$ cat config.mk
export PLATFORM = sky130hd
export DESIGN_NAME = ts_pcr_duplicate_inserter
export DESIGN_NICKNAME = d
export VERILOG_FILES = /design/src/hdl/tpdi_pkg.sv /design/src/hdl/tpdi_scaler.sv /design/src/hdl/ts_pcr_duplicate_inserter.sv
export SDC_FILE = /design/constraint.sdc
export NUM_CORES = 1
export LEC_CHECK = 0
export ABC_AREA = 1
export BUFFER_PORTS_ARGS = -buffer_cell sky130_fd_sc_hd__buf_2
export CELL_PAD_IN_SITES_DETAIL_PLACEMENT = 1
export CELL_PAD_IN_SITES_GLOBAL_PLACEMENT = 2
export CORE_ASPECT_RATIO = 0.9
export CORE_MARGIN = 4
export CORE_UTILIZATION = 32
export DETAILED_ROUTE_END_ITERATION = 10
export PLACE_DENSITY_LB_ADDON = 0.1
export SETUP_SLACK_MARGIN = 0.1
export SYNTH_ARGS = -nofsm -noshare
export SYNTH_HDL_FRONTEND = slang
export SYNTH_SLANG_ARGS = --single-unit
$ cat constraint.sdc
create_clock -name clock -period 6.5 [get_ports clock]
set_clock_uncertainty 0.2 [all_clocks]
set_input_delay 0.65 -clock clock [delete_from_list [all_inputs] [get_ports clock]]
set_output_delay 0.65 -clock clock [all_outputs]
set_load 0.02 [all_outputs]
$ cat src/hdl/tpdi_pkg.sv
// tpdi_pkg: shared types and constants for the pcr duplicate inserter
// item structs, csr indexes, state encodings and pcr arithmetic constants
// no dependencies
`default_nettype none

package tpdi_pkg;

   localparam logic [12:0] NULL_PID        = 13'h1FFF;
   // pcr wraps at 2^33 * 300 ticks of 27 MHz
   localparam logic [41:0] PCR_MOD         = 42'd2576980377600;
   // 188 bytes * 8 bits * 27 MHz
   localparam logic [35:0] BITS_TIMES_CLOCK = 36'd40608000000;

   typedef enum logic [1:0] {
      CSR_NEW_PCR_PID   = 2'd0,
      CSR_FIXED_REF_PID = 2'd1,
      CSR_REF_LABEL     = 2'd2,
      CSR_BITRATE       = 2'd3
   } csr_index_type;

   typedef struct packed {
      logic [12:0] packet_pid;
      logic        carries_pcr;
      logic [41:0] pcr_in;
      logic [31:0] label_bits;
   } req_type;

   typedef struct packed {
      logic        inject_pcr;
      logic [41:0] pcr_out;
      logic        conflict_seen;
      logic [31:0] pcr_total;
      logic [31:0] pcr_missed;
   } rsp_type;

   typedef enum logic [1:0] {
      TOP_IDLE,
      TOP_CALC,
      TOP_EMIT
   } top_state_type;

   typedef enum logic [2:0] {
      SC_IDLE,
      SC_MUL,
      SC_DIV,
      SC_REDUCE,
      SC_SUM,
      SC_DONE
   } sc_state_type;

   typedef struct packed {
      logic busy;
      logic done;
   } sc_status_type;

endpackage

`default_nettype wire

$ cat src/hdl/tpdi_scaler.sv
// tpdi_scaler: iterative pcr extrapolation, (base + elapsed*C/bitrate) mod pcr range
// shift-add multiply, restoring divide and one shared modular adder
// depends on tpdi_pkg
`default_nettype none

module tpdi_scaler
   import tpdi_pkg::*;
#(
   parameter int INDEX_WIDTH = 32
) (
   input  wire logic                   clock,
   input  wire logic                   reset,
   input  wire logic                   start,
   input  wire logic [INDEX_WIDTH-1:0] elapsed,
   input  wire logic [31:0]            bitrate,
   input  wire logic [41:0]            base_pcr,
   output sc_status_type               status,
   output logic [41:0]                 pcr_result
);

   localparam int ProdWidth = INDEX_WIDTH + 36;
   localparam int CntWidth  = $clog2(ProdWidth + 1);

   sc_state_type               state_ff, state_in;
   logic [CntWidth-1:0]        cnt_ff, cnt_in;
   logic [INDEX_WIDTH-1:0]     mplier_ff, mplier_in;
   logic [ProdWidth-1:0]       prod_ff, prod_in;
   logic [31:0]                rem_ff, rem_in;
   logic [31:0]                div_ff, div_in;
   logic [41:0]                q_ff, q_in;
   logic [41:0]                base_ff, base_in;

   // shared modular adder
   logic [41:0] ma_a, ma_b, ma_res;
   logic        ma_cin;
   logic [42:0] ma_sum, ma_sub;

   logic [32:0] trial, trial_diff;
   logic        ge;

   always_comb begin
      ma_sum = {1'b0, ma_a} + {1'b0, ma_b} + {42'd0, ma_cin};
      ma_sub = ma_sum - {1'b0, PCR_MOD};
      ma_res = (ma_sum >= {1'b0, PCR_MOD}) ? ma_sub[41:0] : ma_sum[41:0];
   end

   always_comb begin
      trial      = {rem_ff, prod_ff[ProdWidth-1]};
      trial_diff = trial - {1'b0, div_ff};
      ge         = (trial >= {1'b0, div_ff});
   end

   always_ff @(posedge clock) begin
      if (reset) begin
         state_ff <= SC_IDLE;
      end else begin
         state_ff <= state_in;
      end
      cnt_ff    <= cnt_in;
      mplier_ff <= mplier_in;
      prod_ff   <= prod_in;
      rem_ff    <= rem_in;
      div_ff    <= div_in;
      q_ff      <= q_in;
      base_ff   <= base_in;
   end

   always_comb begin
      state_in  = state_ff;
      cnt_in    = cnt_ff;
      mplier_in = mplier_ff;
      prod_in   = prod_ff;
      rem_in    = rem_ff;
      div_in    = div_ff;
      q_in      = q_ff;
      base_in   = base_ff;
      ma_a      = q_ff;
      ma_b      = q_ff;
      ma_cin    = 1'b0;

      case (state_ff)
         SC_MUL: begin
            // msb-first shift-add of elapsed times the packet bit-clock product
            prod_in   = {prod_ff[ProdWidth-2:0], 1'b0}
                        + (mplier_ff[INDEX_WIDTH-1] ? ProdWidth'(BITS_TIMES_CLOCK)
                                                    : '0);
            mplier_in = {mplier_ff[INDEX_WIDTH-2:0], 1'b0};
            cnt_in    = cnt_ff - 1'b1;
            if (cnt_ff == '0) begin
               cnt_in   = CntWidth'(ProdWidth - 1);
               state_in = SC_DIV;
            end
         end
         SC_DIV: begin
            // one quotient bit per cycle, quotient kept reduced mod pcr range
            rem_in  = ge ? trial_diff[31:0] : trial[31:0];
            prod_in = {prod_ff[ProdWidth-2:0], 1'b0};
            ma_cin  = ge;
            q_in    = ma_res;
            cnt_in  = cnt_ff - 1'b1;
            if (cnt_ff == '0) begin
               state_in = SC_REDUCE;
            end
         end
         SC_REDUCE: begin
            ma_a     = base_ff;
            ma_b     = '0;
            base_in  = ma_res;
            state_in = SC_SUM;
         end
         SC_SUM: begin
            ma_a     = base_ff;
            ma_b     = q_ff;
            q_in     = ma_res;
            state_in = SC_DONE;
         end
         SC_IDLE, SC_DONE: begin
         end
         default: begin
            state_in = SC_IDLE;
         end
      endcase

      if (start) begin
         mplier_in = elapsed;
         div_in    = bitrate;
         base_in   = base_pcr;
         prod_in   = '0;
         rem_in    = '0;
         q_in      = '0;
         cnt_in    = CntWidth'(INDEX_WIDTH - 1);
         // unknown bitrate: no offset
         state_in  = (bitrate == '0) ? SC_REDUCE : SC_MUL;
      end
   end

   always_comb begin
      status.busy = (state_ff != SC_IDLE) && (state_ff != SC_DONE);
      status.done = (state_ff == SC_DONE);
      pcr_result  = q_ff;
   end

endmodule

`default_nettype wire

$ cat src/hdl/ts_pcr_duplicate_inserter.sv
// channel   dir  handshake            payload
// req       in   req_valid/req_ready  req_type: pid, pcr flag, pcr, labels
// rsp       out  rsp_valid/rsp_ready  rsp_type: inject flag, pcr, conflict, counts
// csr       in   csr_valid/csr_ready  csr_index (2 bits), csr_data (32 bits)
//
// an item that does not inject goes through TOP_EMIT into the rsp register once
// that register is free; a new item is accepted only after it has been loaded
// an injecting item first runs the scaler in TOP_CALC, then goes through TOP_EMIT
// (multiply, divide, base reduce, sum; with unknown bitrate only reduce and sum)
// (shift-add multiply over INDEX_WIDTH bits, divide over INDEX_WIDTH+36 bits)
// req_ready is low while an item is in work or while the rsp register is full
// and not being taken; csr is always ready; synchronous reset clears control and
// tracking state, scaler work registers are loaded at start
`default_nettype none

module ts_pcr_duplicate_inserter
   import tpdi_pkg::*;
#(
   parameter int INDEX_WIDTH = 32
) (
   input  wire logic        clock,
   input  wire logic        reset,
   input  wire logic        req_valid,
   output logic             req_ready,
   input  wire req_type     req_data,
   output logic             rsp_valid,
   input  wire logic        rsp_ready,
   output rsp_type          rsp_data,
   input  wire logic        csr_valid,
   output logic             csr_ready,
   input  wire logic [1:0]  csr_index,
   input  wire logic [31:0] csr_data
);

   top_state_type          state_ff, state_in;

   logic [12:0]            new_pid_ff, new_pid_in;
   logic [12:0]            fixed_pid_ff, fixed_pid_in;
   logic [5:0]             ref_label_ff, ref_label_in;
   logic [31:0]            bitrate_ff, bitrate_in;

   logic                   conflict_ff, conflict_in;
   logic                   pending_ff, pending_in;
   logic [12:0]            cur_pid_ff, cur_pid_in;
   logic [41:0]            last_pcr_ff, last_pcr_in;
   logic                   ref_valid_ff, ref_valid_in;
   logic [INDEX_WIDTH-1:0] ref_idx_ff, ref_idx_in;
   logic [INDEX_WIDTH-1:0] pkt_idx_ff, pkt_idx_in;
   logic [31:0]            total_ff, total_in;
   logic [31:0]            missed_ff, missed_in;
   logic                   inject_ff, inject_in;

   logic                   rsp_valid_ff, rsp_valid_in;
   rsp_type                rsp_data_ff, rsp_data_in;

   logic                   accept, out_free, load_out;
   logic                   sc_start;
   sc_status_type          sc_status;
   logic [41:0]            sc_pcr;
   logic [INDEX_WIDTH-1:0] elapsed;

   logic                   conflict_now, label_on, labelled, switch_ref, fire;
   logic [12:0]            ref_pid_eff;

   tpdi_scaler #(
      .INDEX_WIDTH(INDEX_WIDTH)
   ) u_scaler (
      .clock      (clock),
      .reset      (reset),
      .start      (sc_start),
      .elapsed    (elapsed),
      .bitrate    (bitrate_ff),
      .base_pcr   (last_pcr_ff),
      .status     (sc_status),
      .pcr_result (sc_pcr)
   );

   assign out_free  = !rsp_valid_ff || rsp_ready;
   assign req_ready = (state_ff == TOP_IDLE) && out_free;
   assign accept    = req_valid && req_ready;
   assign csr_ready = 1'b1;
   assign rsp_valid = rsp_valid_ff;
   assign rsp_data  = rsp_data_ff;
   assign elapsed   = pkt_idx_ff - ref_idx_ff;

   always_ff @(posedge clock) begin
      if (reset) begin
         state_ff     <= TOP_IDLE;
         new_pid_ff   <= NULL_PID;
         fixed_pid_ff <= NULL_PID;
         ref_label_ff <= 6'd32;
         bitrate_ff   <= '0;
         conflict_ff  <= 1'b0;
         pending_ff   <= 1'b0;
         cur_pid_ff   <= NULL_PID;
         last_pcr_ff  <= '0;
         ref_valid_ff <= 1'b0;
         ref_idx_ff   <= '0;
         pkt_idx_ff   <= '0;
         total_ff     <= '0;
         missed_ff    <= '0;
         inject_ff    <= 1'b0;
         rsp_valid_ff <= 1'b0;
      end else begin
         state_ff     <= state_in;
         new_pid_ff   <= new_pid_in;
         fixed_pid_ff <= fixed_pid_in;
         ref_label_ff <= ref_label_in;
         bitrate_ff   <= bitrate_in;
         conflict_ff  <= conflict_in;
         pending_ff   <= pending_in;
         cur_pid_ff   <= cur_pid_in;
         last_pcr_ff  <= last_pcr_in;
         ref_valid_ff <= ref_valid_in;
         ref_idx_ff   <= ref_idx_in;
         pkt_idx_ff   <= pkt_idx_in;
         total_ff     <= total_in;
         missed_ff    <= missed_in;
         inject_ff    <= inject_in;
         rsp_valid_ff <= rsp_valid_in;
      end
      rsp_data_ff <= rsp_data_in;
   end

   // per-item tracking decisions
   always_comb begin
      conflict_now = conflict_ff || (req_data.packet_pid == new_pid_ff);
      fire         = pending_ff && (req_data.packet_pid == NULL_PID) && ref_valid_ff;
      label_on     = !ref_label_ff[5];
      labelled     = label_on && req_data.label_bits[ref_label_ff[4:0]];
      switch_ref   = ((cur_pid_ff == NULL_PID) && !label_on)
                     || (labelled && (req_data.packet_pid != cur_pid_ff)
                         && (req_data.packet_pid != NULL_PID));
      ref_pid_eff  = switch_ref ? req_data.packet_pid : cur_pid_ff;
   end

   always_comb begin
      state_in     = state_ff;
      new_pid_in   = new_pid_ff;
      fixed_pid_in = fixed_pid_ff;
      ref_label_in = ref_label_ff;
      bitrate_in   = bitrate_ff;
      conflict_in  = conflict_ff;
      pending_in   = pending_ff;
      cur_pid_in   = cur_pid_ff;
      last_pcr_in  = last_pcr_ff;
      ref_valid_in = ref_valid_ff;
      ref_idx_in   = ref_idx_ff;
      pkt_idx_in   = pkt_idx_ff;
      total_in     = total_ff;
      missed_in    = missed_ff;
      inject_in    = inject_ff;
      rsp_valid_in = rsp_valid_ff && !rsp_ready;
      rsp_data_in  = rsp_data_ff;
      sc_start     = 1'b0;
      load_out     = 1'b0;

      case (state_ff)
         TOP_IDLE: begin
            if (accept) begin
               conflict_in = conflict_now;
               pkt_idx_in  = pkt_idx_ff + 1'b1;
               inject_in   = 1'b0;
               state_in    = TOP_EMIT;
               if (!conflict_now) begin
                  if (fire) begin
                     inject_in  = 1'b1;
                     pending_in = 1'b0;
                     sc_start   = 1'b1;
                     state_in   = TOP_CALC;
                  end else if (req_data.carries_pcr) begin
                     cur_pid_in = ref_pid_eff;
                     if (switch_ref) begin
                        ref_valid_in = 1'b0;
                     end
                     if (req_data.packet_pid == ref_pid_eff) begin
                        total_in = (total_ff != '1) ? total_ff + 1'b1 : total_ff;
                        if (pending_ff && (missed_ff != '1)) begin
                           missed_in = missed_ff + 1'b1;
                        end
                        pending_in   = 1'b1;
                        last_pcr_in  = req_data.pcr_in;
                        ref_valid_in = 1'b1;
                        ref_idx_in   = pkt_idx_ff;
                     end
                  end
               end
            end
         end
         TOP_CALC: begin
            if (sc_status.done) begin
               state_in = TOP_EMIT;
            end
         end
         TOP_EMIT: begin
            if (out_free) begin
               load_out = 1'b1;
               state_in = TOP_IDLE;
            end
         end
         default: begin
            state_in = TOP_IDLE;
         end
      endcase

      if (load_out) begin
         rsp_valid_in              = 1'b1;
         rsp_data_in.inject_pcr    = inject_ff;
         rsp_data_in.pcr_out       = inject_ff ? sc_pcr : '0;
         rsp_data_in.conflict_seen = conflict_ff;
         rsp_data_in.pcr_total     = total_ff;
         rsp_data_in.pcr_missed    = missed_ff;
      end

      if (csr_valid && csr_ready) begin
         case (csr_index_type'(csr_index))
            CSR_NEW_PCR_PID: begin
               new_pid_in = csr_data[12:0];
            end
            CSR_FIXED_REF_PID: begin
               fixed_pid_in = csr_data[12:0];
               cur_pid_in   = csr_data[12:0];
            end
            CSR_REF_LABEL: begin
               ref_label_in = csr_data[5:0];
            end
            CSR_BITRATE: begin
               bitrate_in = csr_data;
            end
            default: begin
            end
         endcase
      end
   end

`ifndef SYNTH
   a_start_when_free: assert property (@(posedge clock) disable iff (reset)
      sc_start |-> !sc_status.busy)
      else $error("scaler started while busy");

   a_calc_has_scaler: assert property (@(posedge clock) disable iff (reset)
      (state_ff == TOP_CALC) |-> (sc_status.busy || sc_status.done))
      else $error("waiting on idle scaler");

   a_missed_le_total: assert property (@(posedge clock) disable iff (reset)
      missed_ff <= total_ff)
      else $error("missed count above total count");

   a_pcr_in_range: assert property (@(posedge clock) disable iff (reset)
      (rsp_valid_ff && rsp_data_ff.inject_pcr) |-> (rsp_data_ff.pcr_out < PCR_MOD))
      else $error("injected pcr out of range");
`endif

endmodule

`default_nettype wire
==> flow_summary.toml, run 1 <==
[clock_network]
hold_buffers = 0
worstSkewPairLatency_ps = 640
cts_setup_buffers = 0
cts.sink_count = 596
htree_levels = 3
cts_tree = "built"
cts.clk_slew.worst_paths_ps = 60
cts_buffers = 74
ctsResizeCount = 0
clockRootBuffer = "clkbuf_16"
cts_buffer_depth = 3

[placed_design]
io_buffers = 236
dp_hpwl_mm = 89.1
gp_congestion = 0.839
post-place-ws_ps = 633

[setup_path]
crit_family = "simple AND/OR/NAND/NOR gates"
cp-start-kind = "flop"
critPathBufInv = 1
cp.required_ps = 6670
worstReg2RegEnd = "u_scaler.base_ff[37]$_DFFE_PP_"
cp_max_fo = 7
critPathCaptureType = "flop"
reg2reg_setup_slack_ps = 680
cp_slowest_cell = "fa_1"
critPathMostFrequentCell = "nand2_1"
crit_type = "flop to flop"
slowest_delay_ps = 530
worst_ep_arrival_time_ps = 5990
rr_worst_depth = 28
r2r_start = "u_scaler.div_ff[2]$_DFFE_PP_"

[floorplan]
die_x_microns = 356
io_pins = 238
start_util_pct = 32.3
die_h_microns = 321
rows = 114
die_area_sq_um = 114000
core_sq_um = 108000

[synthesis]
yosysSeqAreaShare_pct = 40.4
synth_warnings = 0
syn_nets = 5065
ys_types = 64
yosys_register_bits = 596
synth_top_area_share_pct = 21.9
netlist_area_sq_um = 34900
syn_area_per_cell_sq_um = 7.25
ys_top_cells_by_area = "dfxtp_1 22%, edfxtp_1 18%, nand2_1 13%"
synth_cells = 4811
yosys.area.top_type = "dfxtp_1"

[sta]
final-hold-violation-count = 0
finalMaxSlewViolations = 0
worst_pin_slew_ps = 946
tns_ps = 0
clock.fmax_ghz = 0.172
setup_viol = 0
period_minus_slack_ps = 5820
maxSlewHeadroom_pct = 36.3
fin_crit_sh_pct = 89.5
layout_setup_ws_ps = 680
rsz0062_at_grt = "false"

[layout]
drive_above_1_share_pct = 9.69
post-route-util_pct = 37.1
num-nets-final = 5241
syn2layout_area_growth_pct = 14.7
antenna_cells = 0

[flow_run]
maxCapViolCount = 0

[detailed_routing]
first_pass_iters = 5
remaining_drc_errors = 0
routedWlPerCell_microns = 18.4
vias = 31888
vias_per_cell = 4.91
ant_nets = 0
drtIter0Drc = 1596
drt-total-wl_mm = 119

[grt]
grt-ovfl-total = 0
grt_max_degree = 106
grt_pass1_wl_mm = 189
globalRouteTotalUtil_pct = 20.6
antenna_found_initial = 1
grt_pass1_vias = 32956

[worst_hold_path]
min_from = "req_data[40]"
hp-class = "input port to flop"
holdPathStages = 3
hold_end = "last_pcr_ff[8]$_SDFFE_PP0P_"

[run_status]
outcome = "finished clean"

[power]
vdd_drop_max_mv = 0.185
leakage_nw = 17.7
power_density_nw_per_um2 = 310
[worst reg2reg max path, delay by kind of cell, from the launching register on]
| kind | cells | cell delay [ps] |
|---|---|---|
| and+or+nand+nor | 17 | 2210 |
| AOI/OAI and AO/OA | 6 | 1080 |
| buffers and inverters | 1 | 50 |
| DFF | 1 | 330 |
| adders and majority gates | 3 | 1410 |
| xor gates and xnor gates | 1 | 290 |
[cell usage in the layout (no fill, tap or decap), drive strengths merged, types with 19 or more instances in the layout]
cell type,netlist,routed
a21oi,338,338
a31oi,19,19
buf,54,264
clkbuf,110,107
clkinv,6,21
dfxtp,382,382
edfxtp,214,214
ha,122,122
inv,684,687
nand2,1227,1227
nand3,235,235
nand4,80,80
nor2,423,423
nor3,94,94
nor4,40,40
o211ai,99,99
o21ai,390,390
o21bai,21,21
xnor2,70,70
xor2,110,110
[through the flow]
| stage | instances | hold slack (ps) | cell area, sq um | power [mW] |
|---|---|---|---|---|
| global placement | 6361 | 218 | 37500 | 8.12 |
| detailed placement | 6361 | 229 | 37500 | 8.16 |
| global route | 6497 | 41.7 | 40000 | 13.2 |
| finish | 6497 | 77.0 | 40000 | 12.4 |
| floorplan | 4811 | 206 | 34900 | 7.08 |
| CTS | 6497 | 22.6 | 40000 | 12.6 |
[cell families after synthesis]
family | Yosys count | share of synthesized area (%)
and+or+nand+nor | 2135 | 26.3
AOI/OAI and AO/OA | 910 | 14.4
buffers and inverters | 854 | 9.50
DFF | 596 | 40.4
xor gates and xnor gates | 180 | 4.52
adders and majority gates | 127 | 4.66
muxes | 8 | 0.230
other | 1 | 0.0108
[how the worst max path moves through the flow]
stage	startpoint	to	slack [ps]	cells past startpoint
floorplan	rsp_ready	rsp_data[0]$_DFFE_PP_	390	4
global placement	u_scaler.div_ff[2]$_DFFE_PP_	u_scaler.base_ff[36]$_DFFE_PP_	830	28
detailed placement	u_scaler.div_ff[2]$_DFFE_PP_	u_scaler.base_ff[37]$_DFFE_PP_	630	28
CTS	u_scaler.div_ff[2]$_DFFE_PP_	u_scaler.base_ff[37]$_DFFE_PP_	590	28
global route	u_scaler.div_ff[2]$_DFFE_PP_	u_scaler.base_ff[37]$_DFFE_PP_	130	28
finish	u_scaler.div_ff[2]$_DFFE_PP_	u_scaler.base_ff[37]$_DFFE_PP_	680	28
[Yosys cell counts (all sizes together)]
cell type and n:
mux2i 8, a311oi 1, nand3 235, a21boi 3, nand2 1227, nor3b 3, nand3b 14, a31oi 19
o2111ai 2, nor4 40, xor2 110, fa 5, clkbuf 110, a21o 10, o2bb2ai 1, inv 684
o221a 1, o21bai 21, and3 4, a221oi 3, dfxtp 382, xnor2 70, o211a 1, o31ai 2
o221ai 7, or3 1, o22ai 4, o21ai 390, a211oi 3, o21a 4, clkinv 6, edfxtp 214
or2 12, nor2 423, o211ai 99, nor3 94, nand4 80, a211o 1, a21oi 338, buf 54
or4 2, ha 122, conb 1
[report_power, final]
part | internal (mW) | switching (mW)
logic | 1.19 | 2.39
clock network | 2.63 | 1.69
registers | 4.22 | 0.275
total | 8.04 | 4.35
[flip-flops by register name, summed over array words and instances, names as in the netlist, 32 cells and up]
name / flops
u_scaler.div_ff: 32
rsp_data: 108
u_scaler.prod_ff: 57
pkt_idx_ff: 32
u_scaler.rem_ff: 32
u_scaler.base_ff: 42
ref_idx_ff: 32
u_scaler.mplier_ff: 32
last_pcr_ff: 42
missed_ff: 32
u_scaler.pcr_result: 42
total_ff: 32
bitrate_ff: 32
[final cells by class]
class                           instances  area (sq um)
Sequential cell                       596         14100
Timing Repair Buffer                  264          1470
Fill cell                           13433         67800
Clock inverter                         29           354
Clock buffer                          107          2170
Tap cell                             1450          1810
Multi-Input combinational cell       3361         17500
Inverter                              690          2590
[per-layer routing]
layer | share of wire (%) | up-vias | wire length (microns) | track usage, %
met3 | 3.1 | 108 | 3650 | 2.85
met4 | 1.6 | 2 | 1930 | 3.79
met1 | 50 | 15255 | 59400 | 29.0
li1 | - | 16135 | - | -
met5 | 0.0059 | - | 7 | 0
met2 | 45 | 388 | 54300 | 34.1
No activity file was read; power rests on OpenSTA's default activity.
==> run 2, diff against run 1 <==
--- a/config.mk
+++ b/config.mk
@@ -9,7 +9,7 @@
 export BUFFER_PORTS_ARGS = -buffer_cell sky130_fd_sc_hd__buf_2
 export CELL_PAD_IN_SITES_DETAIL_PLACEMENT = 1
 export CELL_PAD_IN_SITES_GLOBAL_PLACEMENT = 2
-export CORE_ASPECT_RATIO = 0.9
+export CORE_ASPECT_RATIO = 0.7
 export CORE_MARGIN = 4
 export CORE_UTILIZATION = 32
 export DETAILED_ROUTE_END_ITERATION = 10
==> run 2 against run 1 <==
Effect of this change:
- sequential power is essentially flat
- first-iteration DRC count grew 32%
- register-to-register slack lost 100 ps
- die area is essentially flat
- design area shrank 0.32%
- critical path depth is the same
- total power shrank 0.60%
- via count grew 1.2%
==> flow_summary.toml, run 2 (synthesized netlist as in run 1, its figures left out) <==
[run_status]
outcome = "finished clean"

[flow_run]
maxCapViolCount = 0

[clock_network]
hold_buffers = 0
cts_buffers = 70
cts_buffer_depth = 3
cts_tree = "built"
clockRootBuffer = "clkbuf_16"
cts.sink_count = 596
ctsResizeCount = 0
worstSkewPairLatency_ps = 650
cts.clk_slew.worst_paths_ps = 70
cts_setup_buffers = 0
htree_levels = 3

[worst_hold_path]
hp-class = "input port to flop"

[floorplan]
die_area_sq_um = 114000
core_sq_um = 108000
rows = 101
io_pins = 238
start_util_pct = 32.2
die_h_microns = 284
die_x_microns = 403

[sta]
setup_viol = 0
maxSlewHeadroom_pct = 30.6
worst_pin_slew_ps = 1040
final-hold-violation-count = 0
period_minus_slack_ps = 5930
clock.fmax_ghz = 0.169
tns_ps = 0
fin_crit_sh_pct = 91.2
finalMaxSlewViolations = 0
timing.hold.ws_ps = 60.0
rsz0062_at_grt = "false"
layout_setup_ws_ps = 575

[setup_path]
worst_ep_arrival_time_ps = 6130
slowest_delay_ps = 540
cp_max_fo = 7
crit_family = "simple AND/OR/NAND/NOR gates"
cp-start-kind = "flop"
critPathCaptureType = "flop"
critPathBufInv = 1
critPathMostFrequentCell = "nand2_1"
cp.required_ps = 6700
crit_type = "flop to flop"
cp_slowest_cell = "fa_1"

[detailed_routing]
remaining_drc_errors = 0
ant_nets = 0
drtIter0Drc = 2112
vias_per_cell = 4.98
drt-total-wl_mm = 124
routedWlPerCell_microns = 19.1
first_pass_iters = 5
vias = 32280

[grt]
grt-ovfl-total = 0
grt_pass1_wl_mm = 194
antenna_found_initial = 8
grt_max_degree = 107
globalRouteTotalUtil_pct = 21.4
grt_pass1_vias = 32202

[layout]
largest_reg_flops = 108
num-nets-final = 5240
layout.cells.most_common = "nand2_1"
drive_above_1_share_pct = 9.88
layout_common_cells = "1191 x nand2_1, 675 x inv_1, 386 x nor2_1, 381 x dfxtp_1, 377 x o21ai_0"
syn2layout_area_growth_pct = 14.3
final_area_sq_um = 39900
final_cells = 6486
post-route-util_pct = 36.8

[placed_design]
postPlaceCellArea_sq_um = 37500
io_buffers = 236
post-place-ws_ps = 633
gp_congestion = 0.860
dp_cells = 6356
dp_hpwl_mm = 94.4

[power]
power_density_nw_per_um2 = 309
p_total_mw = 12.3
leakage_nw = 17.6
vdd_drop_max_mv = 0.181
run 2: worst paths after layout:
| check | from | to | depth (start not counted) | slack (ps) |
|---|---|---|---|---|
| max | u_scaler.div_ff[2]$_DFFE_PP_ | u_scaler.base_ff[36]$_DFFE_PP_ | 28 | 570 |
| min | req_data[60] | last_pcr_ff[28]$_SDFFE_PP0P_ | 3 | 60 |
| max reg2reg | u_scaler.div_ff[2]$_DFFE_PP_ | u_scaler.base_ff[36]$_DFFE_PP_ | 28 | 570 |
| min reg2reg | bitrate_ff[18]$_SDFFE_PP0P_ | u_scaler.div_ff[18]$_DFFE_PP_ | 0 | 220 |
run 2: final cells by class:
class	count	area (sq um)
tap	1442	1800
clock inverter	39	425
multi-input combinational	3361	17500
clock buffer	89	1960
antenna	2	5.00
sequential	596	14100
fill	13394	68400
timing repair buffer	267	1480
inverter	690	2590
run 2: power breakdown:
part | internal (mW) | switching, mW
Combinational | 1.19 | 2.47
Sequential | 4.21 | 0.276
Clock | 2.43 | 1.74
Total | 7.84 | 4.48
run 2: routing by layer:
metal	share of wire [%]	vias up	wire [microns]	GRT usage, %
li1	-	16163	-	-
met1	57	15526	70600	35.5
met2	38	480	46700	28.6
met3	4.1	109	5070	3.26
met4	1.4	2	1790	3.51
met5	0.011	-	14	0
run 2: tightest hold or removal path, stage by stage:
cell	delay, ps
buf_2	70
o21ai_0	70
nor2_1	70
